File: src/rtl/core/mjlr_pkg.sv
// Shared constants, types and arithmetic helpers of the multi-joint linear ramp.
package mjlr_pkg;

  localparam int JOINTS       = 7;
  localparam int MAX_COMMANDS = 8;
  localparam int POS_BITS     = 24;

  localparam int JIDX_W   = 3;
  localparam int TICK_W   = 10;
  localparam int MARGIN_W = 16;
  localparam int DUR_W    = 16;
  localparam int CNT_W    = $clog2(MAX_COMMANDS + 1);
  localparam int IDX_W    = $clog2(MAX_COMMANDS);

  // Serial divider: dividend holds a duration or a position magnitude, divisor a tick period or a tick count.
  localparam int DIV_N     = POS_BITS;
  localparam int DIV_D     = DUR_W;
  localparam int DIV_CNT_W = $clog2(DIV_N);

  localparam int APB_ADDR_W = 3;
  localparam int APB_DATA_W = 32;

  localparam logic [TICK_W-1:0]   TICK_RESET   = TICK_W'(30);
  localparam logic [MARGIN_W-1:0] MARGIN_RESET = MARGIN_W'(655);

  typedef logic signed [POS_BITS-1:0] pos_t;
  typedef logic signed [POS_BITS+1:0] wide_t;

  typedef enum logic {
    KIND_CMD  = 1'b0,
    KIND_TICK = 1'b1
  } kind_e;

  typedef enum logic {
    REG_TICK_PERIOD   = 1'b0,
    REG_ARRIVE_MARGIN = 1'b1
  } reg_idx_e;

  typedef enum logic [3:0] {
    ST_IDLE,
    ST_DECODE,
    ST_DIV_TICKS,
    ST_DIV_STEP,
    ST_STORE,
    ST_WALK_A,
    ST_WALK_B,
    ST_FINISH,
    ST_EMIT
  } ctl_state_e;

  typedef struct packed {
    logic capture;
    logic div_ticks;
    logic div_step;
    logic store;
    logic walk_a;
    logic walk_b;
    logic finish;
    logic emit;
  } ctl_cmd_t;

  typedef struct packed {
    kind_e kind;
    logic  reject;
    logic  div_busy;
    logic  walk_more;
    logic  out_free;
  } ctl_sts_t;

  function automatic pos_t sat_pos(input wide_t v);
    wide_t vmax;
    wide_t vmin;
    vmax = {3'b000, {(POS_BITS-1){1'b1}}};
    vmin = {3'b111, {(POS_BITS-1){1'b0}}};
    if (v > vmax) return {1'b0, {(POS_BITS-1){1'b1}}};
    if (v < vmin) return {1'b1, {(POS_BITS-1){1'b0}}};
    return v[POS_BITS-1:0];
  endfunction

  // True while the joint is still further from its target than the margin,
  // looking in the direction of the step.
  function automatic logic short_of(input pos_t pos, input pos_t target, input pos_t step,
                                    input logic [MARGIN_W-1:0] mg);
    wide_t p;
    wide_t t;
    wide_t m;
    p = {{2{pos[POS_BITS-1]}}, pos};
    t = {{2{target[POS_BITS-1]}}, target};
    m = {{(POS_BITS+2-MARGIN_W){1'b0}}, mg};
    return (!step[POS_BITS-1] && (step != '0) && (p + m < t)) ||
           (step[POS_BITS-1] && (p - m > t));
  endfunction

endpackage

File: src/rtl/core/mjlr_in_if.sv
// Input channel: command or tick word with valid/ready handshake.
interface mjlr_in_if;
  import mjlr_pkg::*;

  logic              valid;
  logic              ready;
  logic              kind;
  logic [JIDX_W-1:0] joint_index;
  pos_t              target_position;
  logic [DUR_W-1:0]  duration_ms;

  modport source (output valid, kind, joint_index, target_position, duration_ms,
                  input ready);
  modport sink   (input valid, kind, joint_index, target_position, duration_ms,
                  output ready);
endinterface

File: src/rtl/core/mjlr_out_if.sv
// Output channel: joint positions and status flags with valid/ready handshake.
interface mjlr_out_if;
  import mjlr_pkg::*;

  logic valid;
  logic ready;
  pos_t joint0_position;
  pos_t joint1_position;
  pos_t joint2_position;
  pos_t joint3_position;
  pos_t joint4_position;
  pos_t joint5_position;
  pos_t joint6_position;
  logic move_done;
  logic command_rejected;

  modport source (output valid, joint0_position, joint1_position, joint2_position,
                  joint3_position, joint4_position, joint5_position, joint6_position,
                  move_done, command_rejected, input ready);
  modport sink   (input valid, joint0_position, joint1_position, joint2_position,
                  joint3_position, joint4_position, joint5_position, joint6_position,
                  move_done, command_rejected, output ready);
endinterface

File: src/rtl/core/mjlr_div.sv
// Restoring unsigned divider, one quotient bit per cycle.
module mjlr_div (
  input  logic                       clk_i,
  input  logic                       rst_ni,
  input  logic                       start_i,
  input  logic [mjlr_pkg::DIV_N-1:0] dividend_i,
  input  logic [mjlr_pkg::DIV_D-1:0] divisor_i,
  output logic                       busy_o,
  output logic [mjlr_pkg::DIV_N-1:0] quotient_o
);
  import mjlr_pkg::*;

  logic [DIV_D-1:0]     rem_q, rem_d;
  logic [DIV_N-1:0]     quo_q, quo_d;
  logic [DIV_D-1:0]     den_q;
  logic [DIV_CNT_W-1:0] cnt_q, cnt_d;
  logic                 busy_q, busy_d;
  logic [DIV_D:0]       shifted;
  logic [DIV_D:0]       sub;
  logic                 ge;

  assign shifted = {rem_q, quo_q[DIV_N-1]};
  assign ge      = shifted >= {1'b0, den_q};
  assign sub     = shifted - {1'b0, den_q};

  always_comb begin
    rem_d  = rem_q;
    quo_d  = quo_q;
    cnt_d  = cnt_q;
    busy_d = busy_q;
    if (start_i) begin
      rem_d  = '0;
      quo_d  = dividend_i;
      cnt_d  = DIV_CNT_W'(DIV_N - 1);
      busy_d = 1'b1;
    end else if (busy_q) begin
      rem_d = ge ? sub[DIV_D-1:0] : shifted[DIV_D-1:0];
      quo_d = {quo_q[DIV_N-2:0], ge};
      if (cnt_q == '0) begin
        busy_d = 1'b0;
      end else begin
        cnt_d = cnt_q - 1'b1;
      end
    end
  end

  always_ff @(posedge clk_i or negedge rst_ni) begin
    if (!rst_ni) begin
      cnt_q  <= '0;
      busy_q <= 1'b0;
    end else begin
      cnt_q  <= cnt_d;
      busy_q <= busy_d;
    end
  end

  always_ff @(posedge clk_i) begin
    rem_q <= rem_d;
    quo_q <= quo_d;
    if (start_i) begin
      den_q <= divisor_i;
    end
  end

  assign busy_o     = busy_q;
  assign quotient_o = quo_q;

endmodule

File: src/rtl/core/mjlr_datapath.sv
// Datapath: joint positions, command table, step division, tick walk, output word.
module mjlr_datapath (
  input  logic                          clk_i,
  input  logic                          rst_ni,
  input  mjlr_pkg::ctl_cmd_t            cmd_i,
  output mjlr_pkg::ctl_sts_t            sts_o,
  input  logic                          kind_i,
  input  logic [mjlr_pkg::JIDX_W-1:0]   joint_index_i,
  input  mjlr_pkg::pos_t                target_position_i,
  input  logic [mjlr_pkg::DUR_W-1:0]    duration_ms_i,
  input  logic [mjlr_pkg::TICK_W-1:0]   tick_period_i,
  input  logic [mjlr_pkg::MARGIN_W-1:0] arrive_margin_i,
  input  logic                          out_ready_i,
  output logic                          out_valid_o,
  output mjlr_pkg::pos_t                out_pos_o [mjlr_pkg::JOINTS],
  output logic                          out_done_o,
  output logic                          out_rejected_o
);
  import mjlr_pkg::*;

  // Latched input word and per-item flags
  kind_e             kind_q;
  logic [JIDX_W-1:0] joint_q;
  pos_t              target_q;
  logic [DUR_W-1:0]  dur_q;
  logic              rej_q;
  logic              done_q;
  logic              all_q;
  logic              neg_q;
  logic              short1_q;
  logic [CNT_W-1:0]  walk_q;

  // Architectural state
  pos_t              jp_q [JOINTS];
  logic [CNT_W-1:0]  count_q;
  logic [JIDX_W-1:0] ent_joint_q  [MAX_COMMANDS];
  pos_t              ent_target_q [MAX_COMMANDS];
  pos_t              ent_step_q   [MAX_COMMANDS];

  // Output register
  logic              out_valid_q;
  pos_t              out_pos_q [JOINTS];
  logic              out_done_q;
  logic              out_rej_q;

  // Divider hookup
  logic              div_start;
  logic [DIV_N-1:0]  div_dividend;
  logic [DIV_D-1:0]  div_divisor;
  logic              div_busy;
  logic [DIV_N-1:0]  div_quo;

  logic [TICK_W-1:0] per;
  logic [DIV_D-1:0]  ticks;
  logic [JIDX_W-1:0] csel;
  logic [POS_BITS:0] diff;
  logic [POS_BITS:0] mag;
  wide_t             step_wide;
  pos_t              step_new;

  logic [IDX_W-1:0]  eidx;
  logic [JIDX_W-1:0] ej;
  logic [JIDX_W-1:0] wj;
  pos_t              wpos;
  pos_t              wtarget;
  pos_t              wstep;
  logic              wshort;
  pos_t              wsum;

  logic              in_reject;

  // Step division setup
  assign per   = (tick_period_i == '0) ? TICK_W'(1) : tick_period_i;
  assign ticks = (div_quo[DIV_D-1:0] == '0) ? DIV_D'(1) : div_quo[DIV_D-1:0];
  assign csel  = ({1'b0, joint_q} < (JIDX_W+1)'(JOINTS)) ? joint_q : '0;
  assign diff  = {target_q[POS_BITS-1], target_q} - {jp_q[csel][POS_BITS-1], jp_q[csel]};
  assign mag   = diff[POS_BITS] ? (~diff + 1'b1) : diff;

  assign div_start    = cmd_i.div_ticks | cmd_i.div_step;
  assign div_dividend = cmd_i.div_step ? mag[POS_BITS-1:0] : DIV_N'(dur_q);
  assign div_divisor  = cmd_i.div_step ? ticks : DIV_D'(per);

  mjlr_div u_div (
    .clk_i      (clk_i),
    .rst_ni     (rst_ni),
    .start_i    (div_start),
    .dividend_i (div_dividend),
    .divisor_i  (div_divisor),
    .busy_o     (div_busy),
    .quotient_o (div_quo)
  );

  // Restore the sign of the quotient, then clamp
  always_comb begin
    step_wide = {2'b00, div_quo};
    if (neg_q) begin
      step_wide = -step_wide;
    end
    step_new = sat_pos(step_wide);
  end

  // Tick walk: one table entry at a time
  assign eidx    = walk_q[IDX_W-1:0];
  assign ej      = ent_joint_q[eidx];
  assign wj      = ({1'b0, ej} < (JIDX_W+1)'(JOINTS)) ? ej : '0;
  assign wpos    = jp_q[wj];
  assign wtarget = ent_target_q[eidx];
  assign wstep   = ent_step_q[eidx];
  assign wshort  = short_of(wpos, wtarget, wstep, arrive_margin_i);
  assign wsum    = sat_pos({{2{wpos[POS_BITS-1]}}, wpos} + {{2{wstep[POS_BITS-1]}}, wstep});

  assign in_reject = (kind_i == KIND_CMD) &&
                     ((count_q >= CNT_W'(MAX_COMMANDS)) ||
                      ({1'b0, joint_index_i} >= (JIDX_W+1)'(JOINTS)));

  always_ff @(posedge clk_i or negedge rst_ni) begin
    if (!rst_ni) begin
      for (int i = 0; i < JOINTS; i++) begin
        jp_q[i] <= '0;
      end
      count_q     <= '0;
      walk_q      <= '0;
      all_q       <= 1'b1;
      done_q      <= 1'b0;
      rej_q       <= 1'b0;
      short1_q    <= 1'b0;
      neg_q       <= 1'b0;
      kind_q      <= KIND_CMD;
      out_valid_q <= 1'b0;
    end else begin
      if (cmd_i.capture) begin
        kind_q <= kind_e'(kind_i);
        rej_q  <= in_reject;
        done_q <= 1'b0;
        all_q  <= 1'b1;
        walk_q <= '0;
      end
      if (cmd_i.div_step) begin
        neg_q <= diff[POS_BITS];
      end
      if (cmd_i.store) begin
        count_q <= count_q + 1'b1;
      end
      if (cmd_i.walk_a) begin
        short1_q <= wshort;
        if (wshort) begin
          jp_q[wj] <= wsum;
        end
      end
      if (cmd_i.walk_b) begin
        // jp_q now holds this entry's joint position, stepped if it was short of the target
        if (short1_q && wshort) begin
          all_q <= 1'b0;
        end
        walk_q <= walk_q + 1'b1;
      end
      if (cmd_i.finish) begin
        jp_q[JOINTS-1] <= jp_q[JOINTS-2];
        if (all_q) begin
          done_q  <= 1'b1;
          count_q <= '0;
        end
      end
      if (cmd_i.emit) begin
        out_valid_q <= 1'b1;
      end else if (out_ready_i) begin
        out_valid_q <= 1'b0;
      end
    end
  end

  always_ff @(posedge clk_i) begin
    if (cmd_i.capture) begin
      joint_q  <= joint_index_i;
      target_q <= target_position_i;
      dur_q    <= duration_ms_i;
    end
    if (cmd_i.store) begin
      ent_joint_q[count_q[IDX_W-1:0]]  <= joint_q;
      ent_target_q[count_q[IDX_W-1:0]] <= target_q;
      ent_step_q[count_q[IDX_W-1:0]]   <= step_new;
    end
    if (cmd_i.emit) begin
      out_pos_q  <= jp_q;
      out_done_q <= done_q;
      out_rej_q  <= rej_q;
    end
  end

  assign sts_o.kind      = kind_q;
  assign sts_o.reject    = rej_q;
  assign sts_o.div_busy  = div_busy;
  assign sts_o.walk_more = walk_q < count_q;
  assign sts_o.out_free  = !out_valid_q || out_ready_i;

  assign out_valid_o    = out_valid_q;
  assign out_pos_o      = out_pos_q;
  assign out_done_o     = out_done_q;
  assign out_rejected_o = out_rej_q;

endmodule

File: src/rtl/core/mjlr_ctrl.sv
// Controller: sequences command division, tick walk and result hand-off.
module mjlr_ctrl (
  input  logic               clk_i,
  input  logic               rst_ni,
  input  logic               in_valid_i,
  output logic               in_ready_o,
  input  mjlr_pkg::ctl_sts_t sts_i,
  output mjlr_pkg::ctl_cmd_t cmd_o
);
  import mjlr_pkg::*;

  ctl_state_e state_q, state_d;

  always_ff @(posedge clk_i or negedge rst_ni) begin
    if (!rst_ni) begin
      state_q <= ST_IDLE;
    end else begin
      state_q <= state_d;
    end
  end

  always_comb begin
    state_d    = state_q;
    cmd_o      = '0;
    in_ready_o = 1'b0;
    unique case (state_q)
      ST_IDLE: begin
        in_ready_o = 1'b1;
        if (in_valid_i) begin
          cmd_o.capture = 1'b1;
          state_d       = ST_DECODE;
        end
      end
      ST_DECODE: begin
        if (sts_i.kind == KIND_TICK) begin
          state_d = ST_WALK_A;
        end else if (sts_i.reject) begin
          state_d = ST_EMIT;
        end else begin
          cmd_o.div_ticks = 1'b1;
          state_d         = ST_DIV_TICKS;
        end
      end
      ST_DIV_TICKS: begin
        // tick count ready: divide the distance by it
        if (!sts_i.div_busy) begin
          cmd_o.div_step = 1'b1;
          state_d        = ST_DIV_STEP;
        end
      end
      ST_DIV_STEP: begin
        if (!sts_i.div_busy) begin
          state_d = ST_STORE;
        end
      end
      ST_STORE: begin
        cmd_o.store = 1'b1;
        state_d     = ST_EMIT;
      end
      ST_WALK_A: begin
        if (sts_i.walk_more) begin
          cmd_o.walk_a = 1'b1;
          state_d      = ST_WALK_B;
        end else begin
          state_d = ST_FINISH;
        end
      end
      ST_WALK_B: begin
        cmd_o.walk_b = 1'b1;
        state_d      = ST_WALK_A;
      end
      ST_FINISH: begin
        cmd_o.finish = 1'b1;
        state_d      = ST_EMIT;
      end
      ST_EMIT: begin
        // hold until the output register is free
        if (sts_i.out_free) begin
          cmd_o.emit = 1'b1;
          state_d    = ST_IDLE;
        end
      end
      default: begin
        state_d = ST_IDLE;
      end
    endcase
  end

endmodule

File: src/rtl/core/multi_joint_linear_ramp.sv
// Top level of the multi-joint linear ramp: register port, controller, datapath.
//
//  Channel   Direction  Handshake               Word
//  in_i      sink       valid/ready             kind, joint_index, target, duration
//  out_o     source     valid/ready             seven joint positions, done, rejected
//  APB       slave      psel/penable/pready     tick_period_ms @0, arrive_margin @4
//
// A command runs two 24-step passes of the shared serial divider
// (ticks = duration / period, then step = distance / ticks) plus decode and store.
// A tick walks the table entry by entry, through WALK_A and WALK_B per entry, then FINISH.
// Reset clears positions, the table count and the registers to 30 ms and 655.
// A new word is taken while the previous result still waits in the output register;
// a stalled output holds the controller only when the next result is ready.
module multi_joint_linear_ramp (
  input  logic                            clk_i,
  input  logic                            rst_ni,
  mjlr_in_if.sink                         in_i,
  mjlr_out_if.source                      out_o,
  input  logic                            psel,
  input  logic                            penable,
  input  logic                            pwrite,
  input  logic [mjlr_pkg::APB_ADDR_W-1:0] paddr,
  input  logic [mjlr_pkg::APB_DATA_W-1:0] pwdata,
  output logic [mjlr_pkg::APB_DATA_W-1:0] prdata,
  output logic                            pready
);
  import mjlr_pkg::*;

  logic [TICK_W-1:0]   tick_q;
  logic [MARGIN_W-1:0] margin_q;
  reg_idx_e            reg_idx;
  logic                reg_wr;

  ctl_cmd_t            cmd;
  ctl_sts_t            sts;
  pos_t                out_pos [JOINTS];

  assign pready  = 1'b1;
  assign reg_idx = reg_idx_e'(paddr[2]);
  assign reg_wr  = psel && penable && pwrite && pready;

  always_ff @(posedge clk_i or negedge rst_ni) begin
    if (!rst_ni) begin
      tick_q   <= TICK_RESET;
      margin_q <= MARGIN_RESET;
    end else if (reg_wr) begin
      unique case (reg_idx)
        REG_TICK_PERIOD:   tick_q   <= pwdata[TICK_W-1:0];
        REG_ARRIVE_MARGIN: margin_q <= pwdata[MARGIN_W-1:0];
        default:           tick_q   <= tick_q;
      endcase
    end
  end

  always_comb begin
    unique case (reg_idx)
      REG_TICK_PERIOD:   prdata = APB_DATA_W'(tick_q);
      REG_ARRIVE_MARGIN: prdata = APB_DATA_W'(margin_q);
      default:           prdata = '0;
    endcase
  end

  mjlr_ctrl u_ctrl (
    .clk_i      (clk_i),
    .rst_ni     (rst_ni),
    .in_valid_i (in_i.valid),
    .in_ready_o (in_i.ready),
    .sts_i      (sts),
    .cmd_o      (cmd)
  );

  mjlr_datapath u_datapath (
    .clk_i             (clk_i),
    .rst_ni            (rst_ni),
    .cmd_i             (cmd),
    .sts_o             (sts),
    .kind_i            (in_i.kind),
    .joint_index_i     (in_i.joint_index),
    .target_position_i (in_i.target_position),
    .duration_ms_i     (in_i.duration_ms),
    .tick_period_i     (tick_q),
    .arrive_margin_i   (margin_q),
    .out_ready_i       (out_o.ready),
    .out_valid_o       (out_o.valid),
    .out_pos_o         (out_pos),
    .out_done_o        (out_o.move_done),
    .out_rejected_o    (out_o.command_rejected)
  );

  assign out_o.joint0_position = out_pos[0];
  assign out_o.joint1_position = out_pos[1];
  assign out_o.joint2_position = out_pos[2];
  assign out_o.joint3_position = out_pos[3];
  assign out_o.joint4_position = out_pos[4];
  assign out_o.joint5_position = out_pos[5];
  assign out_o.joint6_position = out_pos[6];

  a_busy_after_accept: assert property (@(posedge clk_i) disable iff (!rst_ni)
    in_i.valid && in_i.ready |=> !in_i.ready)
    else $error("input taken again right after a word was accepted");

  a_flags_exclusive: assert property (@(posedge clk_i) disable iff (!rst_ni)
    out_o.valid |-> !(out_o.move_done && out_o.command_rejected))
    else $error("done and rejected raised on the same result");

  a_gripper_copy: assert property (@(posedge clk_i) disable iff (!rst_ni)
    out_o.valid |-> out_o.joint6_position == out_o.joint5_position)
    else $error("right gripper does not follow left gripper");

endmodule
File: src/flat_wrapper.sv
// flat-port wrapper written by rule: the top's interface ports become plain ports
module multi_joint_linear_ramp_flat import mjlr_pkg::*;
  (clk_i, rst_ni, psel, penable, pwrite, paddr, pwdata, prdata, pready, in_i_valid, in_i_kind, in_i_joint_index, in_i_target_position, in_i_duration_ms, in_i_ready, out_o_valid, out_o_joint0_position, out_o_joint1_position, out_o_joint2_position, out_o_joint3_position, out_o_joint4_position, out_o_joint5_position, out_o_joint6_position, out_o_move_done, out_o_command_rejected, out_o_ready);
  mjlr_in_if in_i_i ();
  mjlr_out_if out_o_i ();
  input  logic clk_i;
  input  logic rst_ni;
  input  logic psel;
  input  logic penable;
  input  logic pwrite;
  input  logic [mjlr_pkg::APB_ADDR_W-1:0] paddr;
  input  logic [mjlr_pkg::APB_DATA_W-1:0] pwdata;
  output logic [mjlr_pkg::APB_DATA_W-1:0] prdata;
  output logic pready;
  input wire logic [$bits(in_i_i.valid)-1:0] in_i_valid;
  input wire logic [$bits(in_i_i.kind)-1:0] in_i_kind;
  input wire logic [$bits(in_i_i.joint_index)-1:0] in_i_joint_index;
  input wire logic [$bits(in_i_i.target_position)-1:0] in_i_target_position;
  input wire logic [$bits(in_i_i.duration_ms)-1:0] in_i_duration_ms;
  output wire logic [$bits(in_i_i.ready)-1:0] in_i_ready;
  output wire logic [$bits(out_o_i.valid)-1:0] out_o_valid;
  output wire logic [$bits(out_o_i.joint0_position)-1:0] out_o_joint0_position;
  output wire logic [$bits(out_o_i.joint1_position)-1:0] out_o_joint1_position;
  output wire logic [$bits(out_o_i.joint2_position)-1:0] out_o_joint2_position;
  output wire logic [$bits(out_o_i.joint3_position)-1:0] out_o_joint3_position;
  output wire logic [$bits(out_o_i.joint4_position)-1:0] out_o_joint4_position;
  output wire logic [$bits(out_o_i.joint5_position)-1:0] out_o_joint5_position;
  output wire logic [$bits(out_o_i.joint6_position)-1:0] out_o_joint6_position;
  output wire logic [$bits(out_o_i.move_done)-1:0] out_o_move_done;
  output wire logic [$bits(out_o_i.command_rejected)-1:0] out_o_command_rejected;
  input wire logic [$bits(out_o_i.ready)-1:0] out_o_ready;
  assign in_i_i.valid = in_i_valid;
  assign in_i_i.kind = in_i_kind;
  assign in_i_i.joint_index = in_i_joint_index;
  assign in_i_i.target_position = in_i_target_position;
  assign in_i_i.duration_ms = in_i_duration_ms;
  assign in_i_ready = in_i_i.ready;
  assign out_o_valid = out_o_i.valid;
  assign out_o_joint0_position = out_o_i.joint0_position;
  assign out_o_joint1_position = out_o_i.joint1_position;
  assign out_o_joint2_position = out_o_i.joint2_position;
  assign out_o_joint3_position = out_o_i.joint3_position;
  assign out_o_joint4_position = out_o_i.joint4_position;
  assign out_o_joint5_position = out_o_i.joint5_position;
  assign out_o_joint6_position = out_o_i.joint6_position;
  assign out_o_move_done = out_o_i.move_done;
  assign out_o_command_rejected = out_o_i.command_rejected;
  assign out_o_i.ready = out_o_ready;
  multi_joint_linear_ramp u_core (.clk_i(clk_i), .rst_ni(rst_ni), .in_i(in_i_i), .out_o(out_o_i), .psel(psel), .penable(penable), .pwrite(pwrite), .paddr(paddr), .pwdata(pwdata), .prdata(prdata), .pready(pready));
endmodule
File: config.mk
export PLATFORM = sky130hd
export DESIGN_NAME = multi_joint_linear_ramp_flat
export DESIGN_NICKNAME = d
export VERILOG_FILES = /design/src/rtl/core/mjlr_pkg.sv /design/src/rtl/core/mjlr_in_if.sv /design/src/rtl/core/mjlr_out_if.sv /design/src/rtl/core/mjlr_div.sv /design/src/rtl/core/mjlr_datapath.sv /design/src/rtl/core/mjlr_ctrl.sv /design/src/rtl/core/multi_joint_linear_ramp.sv /design/src/flat_wrapper.sv
export SDC_FILE = /design/constraint.sdc
export NUM_CORES = 1
export LEC_CHECK = 0
export BUFFER_PORTS_ARGS = -buffer_cell sky130_fd_sc_hd__buf_2
export CAP_MARGIN = 10
export CORE_MARGIN = 3
export CORE_UTILIZATION = 45
export CTS_CLUSTER_SIZE = 28
export DETAILED_ROUTE_END_ITERATION = 6
export PLACE_DENSITY_LB_ADDON = 0.15
export SETUP_SLACK_MARGIN = 0.1
export SYNTH_ARGS = -nofsm -noshare
export SYNTH_HDL_FRONTEND = slang
export SYNTH_SLANG_ARGS = --single-unit
export TNS_END_PERCENT = 50
File: constraint.sdc
create_clock -name clk_i -period 20.4 [get_ports clk_i]
set_input_delay 2.04 -clock clk_i [delete_from_list [all_inputs] [get_ports clk_i]]
set_output_delay 2.04 -clock clk_i [all_outputs]
set_load 0.01 [all_outputs]
Yosys cells after proc, flatten, opt, wreduce, memory -nomap -nowiden
Memory sizes are Yosys's and may differ from the RTL's.
Index checks and enable logic that the tools add are counted.
{"block": "totals", "regBits": 488, "ram_bits": 408, "output_inout_bits": 205, "wordCells": 198, "mem_count": 3}
{"name": "u_core.u_datapath.ent_step_q", "words": 8, "word_bits": 24, "read_ports": 1, "rd_ports_with_merged_regs": 0, "write_ports": 1, "line": "mjlr_datapath.sv:38", "text": "pos_t ent_step_q [MAX_COMMANDS];"}
{"name": "u_core.u_datapath.ent_target_q", "words": 8, "word_bits": 24, "read_ports": 1, "rd_ports_with_merged_regs": 0, "write_ports": 1, "line": "mjlr_datapath.sv:37", "text": "pos_t ent_target_q [MAX_COMMANDS];"}
{"name": "u_core.u_datapath.ent_joint_q", "words": 8, "word_bits": 3, "read_ports": 1, "rd_ports_with_merged_regs": 0, "write_ports": 1, "line": "mjlr_datapath.sv:36", "text": "logic [JIDX_W-1:0] ent_joint_q [MAX_COMMANDS];"}
{"block": "op_classes", "n_addsub": 10, "n_lt_le_gt_ge": 15, "n_eq_ne": 13, "muxes": 82, "bitwise": 7, "n_reduce_logical": 31}
{"op": "$mux W24", "n": 20}
{"op": "$bwmux W168", "n": 1}
{"op": "$bmux W24 S3", "n": 2}
{"op": "$demux W24 S3", "n": 1}
{"op": "$pmux W32 S2", "n": 1}
{"op": "$mux W4", "n": 11}
{"op": "$mux W1", "n": 35}
{"op": "$pmux W4 S8", "n": 1}
{"op": "$mux W10", "n": 3}
{"op": "$gt A26 B24 Y1 const B", "n": 1}
{"op": "$lt A26 B24 Y1 const B", "n": 1}
{"op": "$mux W26", "n": 1}
{"op": "$neg A24 Y26", "n": 1}
{"op": "$add A24 B17 Y25", "n": 1}
{"op": "$add A24 B24 Y25", "n": 1}
{"op": "$gt A25 B24 Y1", "n": 1}
{"op": "$gt A25 B24 Y1 const B", "n": 1}
{"op": "$lt A25 B24 Y1", "n": 1}
{"op": "$lt A25 B24 Y1 const B", "n": 1}
{"op": "$sub A24 B17 Y25", "n": 1}
{"op": "$sub A24 B24 Y25", "n": 1}
{"op": "$add A24 B1 Y24 const B", "n": 1}
{"op": "$not A24 Y24", "n": 1}
{"op": "$reduce_bool A24 Y1", "n": 1}
{"op": "other kinds (32)", "n": 68}

Longest topological paths before layout
An unclocked memory read counts as a cell.
{"block": "logic_depth", "word_depth": 17, "ltp_mapped": 40, "ltp_nobuf": 32}

Cells and area by module
Synthesis repeated with hierarchy kept, for this count alone.
{"block": "unflattened", "cells_unflattened": 3181, "area_unflattened_um2": 44139.8}
{"module": "mjlr_datapath", "instances": 1, "cells_per_inst": 2745, "area_each_um2": 39001.2}
{"module": "mjlr_div", "instances": 1, "cells_per_inst": 298, "area_each_um2": 3374.5}
{"module": "multi_joint_linear_ramp", "instances": 1, "cells_per_inst": 93, "area_each_um2": 1385.1}
{"module": "mjlr_ctrl", "instances": 1, "cells_per_inst": 45, "area_each_um2": 379.1}

Worst setup path before layout
No wires, ideal clock.
{"block": "synth_timing", "kind": "input to register", "startpoint": "input port out_o_ready", "endpoint": "register u_core.u_datapath.out_done_q, in the netlist u_core.u_datapath.out_done_o, enable pin", "setup_ps": 721, "t_arrival_ps": 9644, "setup_slack_ps": 10034, "path_stages": 2, "path_cell_list": "nand2b_1 > nor2b_1"}
{"element": "from (decl)", "line": "flat_wrapper.sv:31", "text": "input wire logic [$bits(out_o_i.ready)-1:0] out_o_ready;"}
{"element": "to (signal assigned)", "line": "mjlr_datapath.sv:185", "text": "out_done_q <= done_q;"}
{"element": "to (decl)", "line": "mjlr_datapath.sv:43", "text": "logic out_done_q;"}

Worst setup path after layout
{"block": "layout_timing", "startpoint": "register u_core.u_datapath.walk_q[0]", "endpoint": "register u_core.u_datapath.jp_q[113] (netlist bit)"}
{"block": "layout_between", "elab_chain_cells": 14, "word_cells_on_any_way": 38}
{"element": "from (decl)", "line": "mjlr_datapath.sv:31", "text": "logic [CNT_W-1:0] walk_q;"}
{"element": "from (signal assigned)", "line": "mjlr_datapath.sv:155", "text": "walk_q <= walk_q + 1'b1;"}
{"element": "$mem_v2 Z8 W3"}
{"element": "$lt A3 B3 Y1", "line": "mjlr_datapath.sv:105", "text": "assign wj = ({1'b0, ej} < (JIDX_W+1)'(JOINTS)) ? ej : '0;"}
{"element": "$mux W3", "line": "mjlr_datapath.sv:105"}
{"element": "$not A3 Y4 (implied by the code)", "line": "mjlr_datapath.sv:106, mjlr_datapath.sv:147"}
{"element": "$bmux W24 S3", "line": "mjlr_datapath.sv:106", "text": "assign wpos = jp_q[wj];"}
{"element": "$mux W24 (implied by the code) (2 in series)", "line": "mjlr_datapath.sv:106"}
{"element": "$add A24 B24 Y25", "line": "mjlr_datapath.sv:110", "text": "assign wsum = sat_pos({{2{wpos[POS_BITS-1]}}, wpos} + {{2{wstep[POS_BITS-1]}}, wstep});"}
{"element": "$lt A25 B24 Y1", "line": "mjlr_pkg.sv:76", "text": "if (v < vmin) return {1'b1, {(POS_BITS-1){1'b0}}};"}
{"element": "$mux W1 (2 in series)", "line": "mjlr_pkg.sv:76"}
{"element": "$mux W24", "line": "mjlr_pkg.sv:77", "text": "return v[POS_BITS-1:0];"}
{"element": "$mux W24", "line": "mjlr_pkg.sv:76"}
{"element": "$bwmux W168", "line": "mjlr_datapath.sv:147", "text": "jp_q[wj] <= wsum;"}
{"element": "to (signal, indexed assignment)", "line": "mjlr_datapath.sv:147"}
{"element": "to (signal, indexed assignment)", "line": "mjlr_datapath.sv:158", "text": "jp_q[JOINTS-1] <= jp_q[JOINTS-2];"}
{"element": "to (decl)", "line": "mjlr_datapath.sv:34", "text": "pos_t jp_q [JOINTS];"}
Parallel ways exist; a longest one is shown, timed or not. The select of a mux whose other input is x is not followed.
A chain may end at the register's enable or synchronous reset.

==> metrics.md <==
| Metric | Value |
|---|---|
| Status | `complete, no violations` |
| Tmin final | `11.74 ns` |
| Slowest-stage cell, CP | `dfrtp_4` |
| Req. time, crit path | `20.97 ns` |
| Top cells by area, synth | `edfxtp_1 46%, dfrtp_1 12%, mux4_2 6.4%` |
| RSZ-0062 raised after global routing | `no` |
| Final net count | `3760` |
| Crit-path max FO | `56` |
| Leak Pwr | `0.0189 uW` |
| Cells on worst reg2reg path | `29` |
| CTS root buffer | `clkbuf_16` |
| Post-synth EDFFs | `661` |
| Final hold slack | `0.446 ns` |
| Top cell type's share of synthesized area | `45.6%` |
| Setup crit end | `u_core.u_datapath.jp_q[113]$_DFFE_PN0P_` |
| First-pass GRT wire length | `189000 microns` |
| Fmax | `0.0852 GHz` |
| DR DRC count | `0` |
| Most used routing layer | `met2` |
| Tot GR Track Use | `25.4%` |
| N_diodes | `0` |
| Mapped Area | `43500 sq um` |
| Peak per-stage delay on the critical path | `0.92 ns` |
| Synthesized flop and latch total | `896` |
| Power Dens Cells | `183 nW/um^2` |
| Final instance area | `49400 sq um` |
| Dpl cell area | `46200 sq um` |
| Setup crit end kind | `register` |
| Worst endpoint data arrival time | `12.31 ns` |
| Worst slew pin tran | `1.23 ns` |
| Routed len/inst | `26.5 microns` |
| Main synth FF type | `edfxtp_1` |
| Critical path type | `reg2reg` |
| R2R Setup Slk | `8.66 ns` |
| Sequential share of the synthesized area | `58.9%` |
| Most frequent cells in the layout | `661 x edfxtp_1, 318 x nand2_1, 255 x buf_2, 205 x dfrtp_1, 155 x ha_1` |
| Post-CTS setup buffers | `0` |
| Floorplan row count | `113` |
| Clock transition at the registers of the reported paths | `0.06 ns` |
| Via count | `29.2k` |
| Met3 Use GR | `3.64%` |
| Setup TNS | `0 ns` |
| Tcrit/Tclk final | `57.6%` |
| Clock Sinks | `896` |
| Worst setup path start | `u_core.u_datapath.walk_q[0]$_DFFE_PN0P_` |
| Buf/Inv on CP | `3` |
| Fillers | `8089` |
| Drt pass-1 iters | `6` |
| Commonest non-fill, non-tap cell in the layout | `edfxtp_1` |
| IO buf count | `255` |
| Worst R2R Start | `u_core.u_datapath.walk_q[0]$_DFFE_PN0P_` |
| VDD IR-drop max | `0.0000882 V` |
| Reg-to-reg endpoint | `u_core.u_datapath.jp_q[113]$_DFFE_PN0P_` |
| Die ar. | `101000 sq um` |
| P&R area growth vs syn | `13.6%` |
| Final Hold Fails | `0` |
| Vias in the first global route | `28.9k` |
| GRT overflow | `0` |
| Pwr Total | `9030 uW` |
| Hold buffers post-CTS | `0` |
| Initial antenna violation count | `2` |
| Vias per cell | `6.00` |
| Met2 Use GR | `41.5%` |
| Yosys top cell by area | `edfxtp_1` |
| Number of synthesis warnings | `0` |
| Largest delay contributor family on the critical path | `compound AO/OA/AOI/OAI gates` |
| Worst Setup Start Kind | `register` |
| Core area | `95400 sq um` |
| Num CTS Buffers | `94` |
| Later-pin clock latency in the skew report | `0.70 ns` |
| Hold Crit Class | `reg2reg` |
| Slew Viols, Final | `0` |
| Routed wire length | `129000 microns` |
| Slew headroom | `17.4%` |
| Max-cap violations | `0` |
| Post-Syn Area per Cell | `13.3 sq um` |
| Pin count of the biggest net entering global routing | `83` |
| Clock skew | `0.0460 ns` |
| Yosys cell types | `92` |
| DR iter-0 viols | `2769` |
| HPWL Detailed | `90900 microns` |
| Synth async-reset ratio | `24.4%` |
| RD Place Congestion | `0.905` |
| Met1 Use GR | `34.6%` |
| Initial Utilization | `45.6%` |
| Setup violations, final | `0` |
| Die Y | `317 microns` |
| Post_cts resized | `0` |
| Max Buffers Root-to-Sink | `3` |
| H-tree Lvls | `3` |
| Io pins | `291` |
| Syn Inst Count | `3267` |
| Die width | `317 microns` |
| Fraction of layout cells with a size suffix above 1 | `21.5%` |
| Critical path depth | `29` |
| TritonCTS clock tree | `done` |
| Post-route ant nets | `0` |
final cells by class:
class                      count  area (sq um)  area share (%)
clock inverter                62           682            1.38
timing repair buffer         311          1700            3.45
clock buffer                 116          2510            5.07
inverter                     110           413           0.835
tap                         1265          1580            3.20
sequential                   896         25700            51.9
multi-input combinational   2101         16900            34.1
cell usage after synthesis, types with 55 or more instances:
| cell type | instances |
|---|---|
| edfxtp_1 | 661 |
| nand2_1 | 318 |
| dfrtp_1 | 208 |
| nor2_1 | 160 |
| ha_1 | 155 |
| a21oi_1 | 137 |
| mux2_2 | 132 |
| mux4_2 | 123 |
| o21ai_0 | 123 |
| inv_1 | 105 |
| clkbuf_1 | 98 |
| mux2_1 | 85 |
| xnor2_1 | 79 |
| mux2i_1 | 56 |
| nand3_1 | 55 |
how the worst min path moves through the flow:
| stage | to | slack (ns) | start | cells after the start |
|---|---|---|---|---|
| after floorplan | u_core.u_datapath.all_q$_DFF_PN1_ | 0.41 | u_core.u_datapath.short1_q$_DFFE_PN0P_ | 1 |
| after global routing | u_core.u_datapath.all_q$_DFF_PN1_ | 0.49 | u_core.u_datapath.short1_q$_DFFE_PN0P_ | 1 |
| after CTS | u_core.u_datapath.all_q$_DFF_PN1_ | 0.44 | u_core.u_datapath.short1_q$_DFFE_PN0P_ | 1 |
| after detailed placement | u_core.u_datapath.all_q$_DFF_PN1_ | 0.44 | u_core.u_datapath.short1_q$_DFFE_PN0P_ | 1 |
| final | u_core.u_datapath.all_q$_DFF_PN1_ | 0.45 | u_core.u_datapath.short1_q$_DFFE_PN0P_ | 1 |
| after global placement | u_core.u_datapath.all_q$_DFF_PN1_ | 0.43 | u_core.u_datapath.short1_q$_DFFE_PN0P_ | 1 |
per-stage QoR:
stage / setup WS, ns / instances / util, %
2_1_floorplan: 10.03 / 3282 / -
3_3_place_gp: 8.90 / 4680 / 48.4
5_1_grt: 8.18 / 4861 / 51.8
4_1_cts: 8.79 / 4858 / 51.8
6_report: 8.66 / 4861 / 51.8
3_5_place_dp: 8.80 / 4680 / 48.4
kinds of logic after synthesis:
group / Yosys count / share of synthesized area, %
xor+xnor: 117 / 2.39
buf+inv: 285 / 2.74
mux: 397 / 13.3
fa+ha+maj: 166 / 4.82
other cells: 2 / 0.0172
simple gates: 768 / 8.11
flops: 896 / 58.9
compound gates: 636 / 9.69
registers in the layout, indices dropped and copies added, names as in the netlist, 24 cells and up:
| signal | count |
|---|---|
| u_core.u_datapath.ent_step_q | 192 |
| u_core.u_datapath.ent_target_q | 192 |
| u_core.u_datapath.jp_q | 168 |
| u_core.u_datapath.out_pos_o | 168 |
| u_core.u_datapath.ent_joint_q | 24 |
| u_core.u_datapath.target_q | 24 |
| u_core.u_datapath.u_div.quotient_o | 24 |
power breakdown:
| part | switching (uW) | internal [uW] | total (uW) |
|---|---|---|---|
| combinational | 2810 | 1550 | 4360 |
| sequential | 404 | 2520 | 2920 |
| clock | 739 | 1010 | 1750 |
layer usage:
layer  part of all wire [%]  vias to the layer above  wire length (microns)
met5                      0                        -                      0
met4                    3.8                        0                   4890
met3                    6.4                      239                   8310
met2                     48                     1166                  61700
met1                     42                    14786                  54100
li1                       -                    12970                      -
Note: power is estimated with default switching activity, not from simulation.
